==> src/rsrv_pkg.sv <==
package rsrv_pkg;

    localparam int ATAN_ENTRIES = 24;
    localparam int ATAN_IW      = 5;
    localparam int DIV_NW       = 47;
    localparam int DIV_DW       = 32;
    localparam int DIV_CW       = 6;

    localparam logic [6:0]  COMP_NEUTRAL = 7'd50;
    localparam logic [6:0]  COMP_MAX     = 7'd100;
    localparam logic [15:0] ANGLE_FULL   = 16'd36000;
    localparam logic [15:0] ANGLE_HALF   = 16'd18000;
    localparam logic [15:0] ANGLE_Q1     = 16'd9000;
    localparam logic [15:0] ANGLE_Q3     = 16'd27000;
    localparam logic [31:0] CORDIC_GAIN  = 32'h26DD3B6A;

    localparam logic OP_POINT = 1'b0;
    localparam logic OP_SWEEP = 1'b1;

    localparam logic REG_SAFETY_RADIUS = 1'b0;
    localparam logic REG_MIN_RADIUS    = 1'b1;

    typedef struct packed {
        logic              start;
        logic [DIV_NW-1:0] num;
        logic [DIV_DW-1:0] den;
    } div_req_t;

    typedef struct packed {
        logic              busy;
        logic              done;
        logic [DIV_NW-1:0] quo;
        logic              rem_nz;
    } div_rsp_t;

    function automatic logic signed [31:0] atan_cdeg(input logic [ATAN_IW-1:0] idx);
        logic signed [31:0] v;
        case (idx)
            5'd0:    v = 32'sd294912000;
            5'd1:    v = 32'sd174096719;
            5'd2:    v = 32'sd91987925;
            5'd3:    v = 32'sd46694507;
            5'd4:    v = 32'sd23437865;
            5'd5:    v = 32'sd11730358;
            5'd6:    v = 32'sd5866610;
            5'd7:    v = 32'sd2933484;
            5'd8:    v = 32'sd1466764;
            5'd9:    v = 32'sd733385;
            5'd10:   v = 32'sd366693;
            5'd11:   v = 32'sd183346;
            5'd12:   v = 32'sd91673;
            5'd13:   v = 32'sd45837;
            5'd14:   v = 32'sd22918;
            5'd15:   v = 32'sd11459;
            5'd16:   v = 32'sd5730;
            5'd17:   v = 32'sd2865;
            5'd18:   v = 32'sd1432;
            5'd19:   v = 32'sd716;
            5'd20:   v = 32'sd358;
            5'd21:   v = 32'sd179;
            5'd22:   v = 32'sd90;
            5'd23:   v = 32'sd45;
            default: v = 32'sd0;
        endcase
        return v;
    endfunction

endpackage

==> src/rsrv_div.sv <==
module rsrv_div (
    input  logic                clk,
    input  logic                rst_n,
    input  rsrv_pkg::div_req_t  req,
    output rsrv_pkg::div_rsp_t  rsp
);
    import rsrv_pkg::*;

    logic [DIV_CW-1:0] cnt_reg;
    logic              busy_reg;
    logic              done_reg;
    logic [DIV_DW-1:0] rem_reg;
    logic [DIV_NW-1:0] quo_reg;
    logic [DIV_DW-1:0] den_reg;
    logic [DIV_DW+1:0] diff;

    assign diff = {1'b0, rem_reg, quo_reg[DIV_NW-1]} - {2'b00, den_reg};

    always_ff @(posedge clk or negedge rst_n)
    begin
        if (!rst_n)
        begin
            cnt_reg  <= '0;
            busy_reg <= 1'b0;
            done_reg <= 1'b0;
        end
        else if (req.start)
        begin
            quo_reg  <= req.num;
            den_reg  <= req.den;
            rem_reg  <= '0;
            cnt_reg  <= DIV_CW'(DIV_NW);
            busy_reg <= 1'b1;
            done_reg <= 1'b0;
        end
        else if (busy_reg)
        begin
            if (!diff[DIV_DW+1])
            begin
                rem_reg <= diff[DIV_DW-1:0];
            end
            else
            begin
                rem_reg <= {rem_reg[DIV_DW-2:0], quo_reg[DIV_NW-1]};
            end
            quo_reg <= {quo_reg[DIV_NW-2:0], ~diff[DIV_DW+1]};
            cnt_reg <= cnt_reg - 1'b1;
            if (cnt_reg == DIV_CW'(1))
            begin
                busy_reg <= 1'b0;
                done_reg <= 1'b1;
            end
        end
        else
        begin
            done_reg <= 1'b0;
        end
    end

    assign rsp.busy   = busy_reg;
    assign rsp.done   = done_reg;
    assign rsp.quo    = quo_reg;
    assign rsp.rem_nz = (rem_reg != '0);

    ap_no_restart: assert property (@(posedge clk) disable iff (!rst_n)
        req.start |-> !busy_reg)
        else $error("divider restarted while busy");
    ap_done_pulse: assert property (@(posedge clk) disable iff (!rst_n)
        done_reg |=> !done_reg)
        else $error("divider done held");
    ap_done_after_busy: assert property (@(posedge clk) disable iff (!rst_n)
        $rose(done_reg) |-> $past(busy_reg))
        else $error("divider done without work");

endmodule

==> config.mk <==
export PLATFORM = sky130hd
export DESIGN_NAME = rsrv_div
export DESIGN_NICKNAME = d
export VERILOG_FILES = /design/src/rsrv_pkg.sv /design/src/rsrv_div.sv
export SDC_FILE = /design/constraint.sdc
export NUM_CORES = 1
export LEC_CHECK = 0
export ABC_CLOCK_PERIOD_IN_PS = 4800
export BUFFER_PORTS_ARGS = -buffer_cell sky130_fd_sc_hd__buf_2
export CORE_ASPECT_RATIO = 0.7
export CORE_MARGIN = 5
export CORE_UTILIZATION = 56
export CTS_BUF_LIST = sky130_fd_sc_hd__clkbuf_4
export DETAILED_ROUTE_END_ITERATION = 8
export GPL_TIMING_DRIVEN = 0
export PLACE_DENSITY = 0.81
export RECOVER_POWER = 100
export SLEW_MARGIN = 25
export SYNTH_ARGS = -nofsm -noshare
export SYNTH_HDL_FRONTEND = slang
export SYNTH_SLANG_ARGS = --single-unit
export TNS_END_PERCENT = 50
==> constraint.sdc <==
create_clock -name clk -period 4.8 [get_ports clk]
set_input_delay 1.44 -clock clk [delete_from_list [all_inputs] [get_ports clk]]
set_output_delay 1.44 -clock clk [all_outputs]
set_load 0.01 [all_outputs]
## Word level (Yosys, flattened, before mapping)

Index checks and enable logic that the tools add are counted.

- Register bits: 119
- Word-level logic and storage cells: 27
- Output and inout bits: 50
- Bits of input ports: 82

- Mux-type cells: 12
- Reduce and logical (&&, ||, !) cells: 4
- Bitwise gates (word level): 1
- Equal/unequal tests: 2
- $add $sub $neg: 2

Operators by type and width:

| kind | count |
|---|---|
| two-way mux 47 bit | 2 |
| two-way mux 32 bit | 2 |
| subtractor 33 x 32 -> 34 bit | 1 |
| nonzero test 32 bit | 1 |
| two-way mux 6 bit | 2 |
| == test 6 x 1 -> 1 bit, second input constant | 1 |
| two-way mux 1 bit | 6 |
| subtractor 6 x 1 -> 6 bit, second input constant | 1 |
| AND reduction 2 bit | 2 |
| != test 3 x 2 -> 1 bit, second input constant | 1 |
| nonzero test 2 bit | 1 |
| inverter 1 bit | 1 |

## Depth between registers and ports, before layout

- Depth after elaboration: 4
- Depth in mapped cells: 15
- Depth with buffers taken out: 14

## Worst setup path after synthesis

Ideal clock, no wire load.

- Path type: input -> register
- Start: in req[79] (netlist name)
- End: reg quo_reg[0] (enable)
- Required time: 4.343 ns
- Arrival time: 4.121 ns
- Stages on the path: 4
- Buffers on the path: 2
- Setup time: 0.457 ns
- Slack: 0.222 ns
- Cell sequence: clkbuf_1 -> clkbuf_1 -> nor2_1 -> nor2b_1

- Cells in the longest elaborated chain, start to end: 2

Ends and longest elaborated chain:

| what | line | text |
|---|---|---|
| start: declaration | rsrv_div.sv:4 | `input rsrv_pkg::div_req_t req,` |
| nonzero test 2 bit (no source line) | n/a |  |
| AND reduction 2 bit (no source line) | n/a |  |
| end signal: assignment | rsrv_div.sv:29 | `quo_reg <= req.num;` |
| end signal: assignment | rsrv_div.sv:46 | `quo_reg <= {quo_reg[DIV_NW-2:0], ~diff[DIV_DW+1]};` |
| end: declaration | rsrv_div.sv:13 | `logic [DIV_NW-1:0] quo_reg;` |

No other way between the ends.
A chain may end at the register's enable or synchronous reset.

## Final worst setup path

- Start: in rst_n
- End: reg den_reg[13] (enable)

- Cells in the longest elaborated chain, start to end: 1

Ends and longest elaborated chain:

| what | line | text |
|---|---|---|
| start: declaration | rsrv_div.sv:3 | `input logic rst_n,` |
| AND reduction 2 bit (no source line) | n/a |  |
| end signal: assignment | rsrv_div.sv:30 | `den_reg <= req.den;` |
| end: declaration | rsrv_div.sv:14 | `logic [DIV_DW-1:0] den_reg;` |

No other way between the ends.

==> run metrics <==
post-synthesis instance area=6880 sq um; signal arrival time at the worst endpoint=4.24 ns; detailed-route via count=5,338; total wire length=16,800 um; most used cells in the layout excluding fill and tap cells=edfxtp_1 (111), buf_2 (85), clkbuf_1 (70); type of the worst setup path=input port to flip-flop; dominant cell type by area after synthesis=edfxtp_1; most common cell after layout, fill and taps aside=edfxtp_1; sequential fraction of the synthesis area=51.4%; post-layout minimum cycle time=4.00 ns; Max VDD drop=0.187 mV; Worst Setup Start Kind=input port; fin. max-slew vios=57; number of placed instances with taps included=883; Pre-Repair DR Iteration Count=5; number of DRC violations after detailed routing=0; port buffer count=130; nets@finish=863; max cap viols=2; count of flip-flops with a built-in enable after synthesis=111; count of routing violations after the opening detailed-route iteration=439; root buffer cell=clkbuf_4; number of sinks driven by the clock tree=119; initial antenna violation count=0; post-CTS setup buffers=0; clock latency of the later-clocked register in the worst-skew pair=0.53 ns; Clock Pin Slew Worst Setup and Hold Paths=0.10 ns; final cell count without fillers=916; fraction of final layout cells with drive strength greater than 1=24.9%; antenna violation net count after detailed routing=0; critical path fanouts, max=30; total die area=14,600 sq um; worst-case clock skew=0.0233 ns; I/O pin count=132; Mapped Avg Cell Area=11.6 sq um; synthesized instance count=593; Row Count=33; share of the clock period used by the worst path=83.4%; Unique masters post-synth=57; static leakage=3.23 nW; worst hold slack=0.547 ns; number of hold violations in the final report=0; antenna cell count=0; proportion of netlist area held by the largest area contributor=48.5%; number of synthesized register bits=119; height of the die=103 um; highest clock frequency the design can meet=250 MHz; global route overflow=0; die width=142 um; PostCTS Resize Cnt=0; classification of the worst-slack hold path=flip-flop to flip-flop; total nets after synthesis=710; placer congestion estimate=0.873; warnings from Yosys=0; number of buffers created by CTS=17; Syn-to-layout area delta=16.1%; post-route cell area=7980 sq um; setup repair after global routing missed its margin=false; number of global-route vias before repair=5,346; number of levels in the clock H-tree=4; required arrival time at the worst endpoint=5.04 ns; post-place instance area=7810 sq um; top_reg_cell synth=edfxtp_1; core area=11,900 sq um; power per cell area=378 nW/um^2; Total Power=3.02 mW; violated checks=max-capacitance violations, max-slew violations; worst rel slew slack=-20.6%; final routed wire length divided by cell count=18.3 um; first-pass GRT wire length=26,800 um; flip-flop count of the largest register after layout=47; status=finished with violations; synth top area cells=edfxtp_1 (48%), mux2_2 (7.7%), ha_1 (6.2%); transition time of the tightest slew-check pin=1.81 ns; core utilization of the finished layout=67.4%; Setup violations, final=0; pin count of the biggest net entering global routing=43; CTS tree=done; cell depth of the worst flop-to-flop path=10; crit path capture type=flip-flop; Hold Path Stages=2; average via count per standard cell=5.83; clk buf depth=2; count of hold-fix buffers inserted at cts=0; post-DP HPWL=12,400 um; global-route usage over all layers=23.4%; initial cell density of the core=58.0%; share of async-settable or async-resettable flops after synthesis=6.72%
## synth_stat cells (2+ instances only)
cell type  number
nand2_1        39
nor2b_1         4
xor2_1          8
mux2_2         47
nor4_1         10
xnor2_1        23
buf_6           3
o21bai_1        6
buf_2           6
nor3_1          6
nand3_1         8
a211oi_1       25
a221oi_2        3
nor2_1         56
inv_1          39
buf_4           3
a21oi_1        28
nand4_1         8
dfrtp_1         8
ha_1           34
buf_1           7
nor3_2          2
or2_2           2
edfxtp_1      111
and3_1          3
nand2b_1        4
o21a_1          4
a21o_1         12
o21ai_0        15
mux2i_1        22
a31oi_1         4
o211ai_1        4
clkbuf_1       10
o21ai_2         3
a21oi_2         4
## critical path, cell delays in order
cell and delay [ns]:
clkbuf_1 0.53, clkbuf_1 1.36, and2_2 0.65, buf_16 0.22
## worst paths after layout
path                             from     endpoint  slack (ns)
setup / recovery                rst_n  den_reg[13]        0.80
min in group asynchronous       rst_n   cnt_reg[0]        2.02
hold reg to reg              done_reg     done_reg        0.55
hold / removal               done_reg     done_reg        0.55
max in group asynchronous       rst_n     busy_reg        1.73
setup reg to reg           rem_reg[1]   quo_reg[0]        0.96
## cell type report
type	count	area [sq um]
multi-input cells	405	3020
well taps	157	196
flip-flops and latches	119	3530
clock buffers	19	143
repair buffers	134	651
clock inverters	13	133
inverters	39	146
plain buffers	30	161
fillers	945	3870
## power by group
part | switching, mW | total (mW) | internal [mW]
logic | 0.529 | 0.949 | 0.420
registers | 0.0824 | 1.35 | 1.27
clock network | 0.403 | 0.721 | 0.318
total | 1.01 | 3.02 | 2.01
## per-stage QoR
stage | worst slack (ns) | setup TNS [ns]
2_1_floorplan | 0.222 | 0
3_5_place_dp | 1.23 | 0
3_3_place_gp | -0.785 | -36.72
6_report | 0.796 | 0
4_1_cts | 1.18 | 0
5_1_grt | 0.650 | 0
## layer usage
metal	vias up	GRT usage [%]	routed length, um
met4	0	7.74	285
met1	2645	31.2	7350
li1	2499	-	-
met2	166	38.9	8180
met5	-	0	0
met3	28	5.01	949
## kinds of logic (layout without fill, tap and decap cells)
| group | Yosys count | in the layout | synth area share (%) |
|---|---|---|---|
| adder cells (fa/ha/maj) | 35 | 35 | 6.48 |
| flip-flops | 119 | 119 | 51.4 |
| AO/OA/AOI/OAI | 121 | 121 | 12.5 |
| multiplexers | 69 | 69 | 10.9 |
| buffers and inverters | 69 | 235 | 4.60 |
| AND/OR/NAND/NOR | 149 | 149 | 10.2 |
| XOR/XNOR | 31 | 31 | 3.95 |
Power figures use the tool's default switching activity.
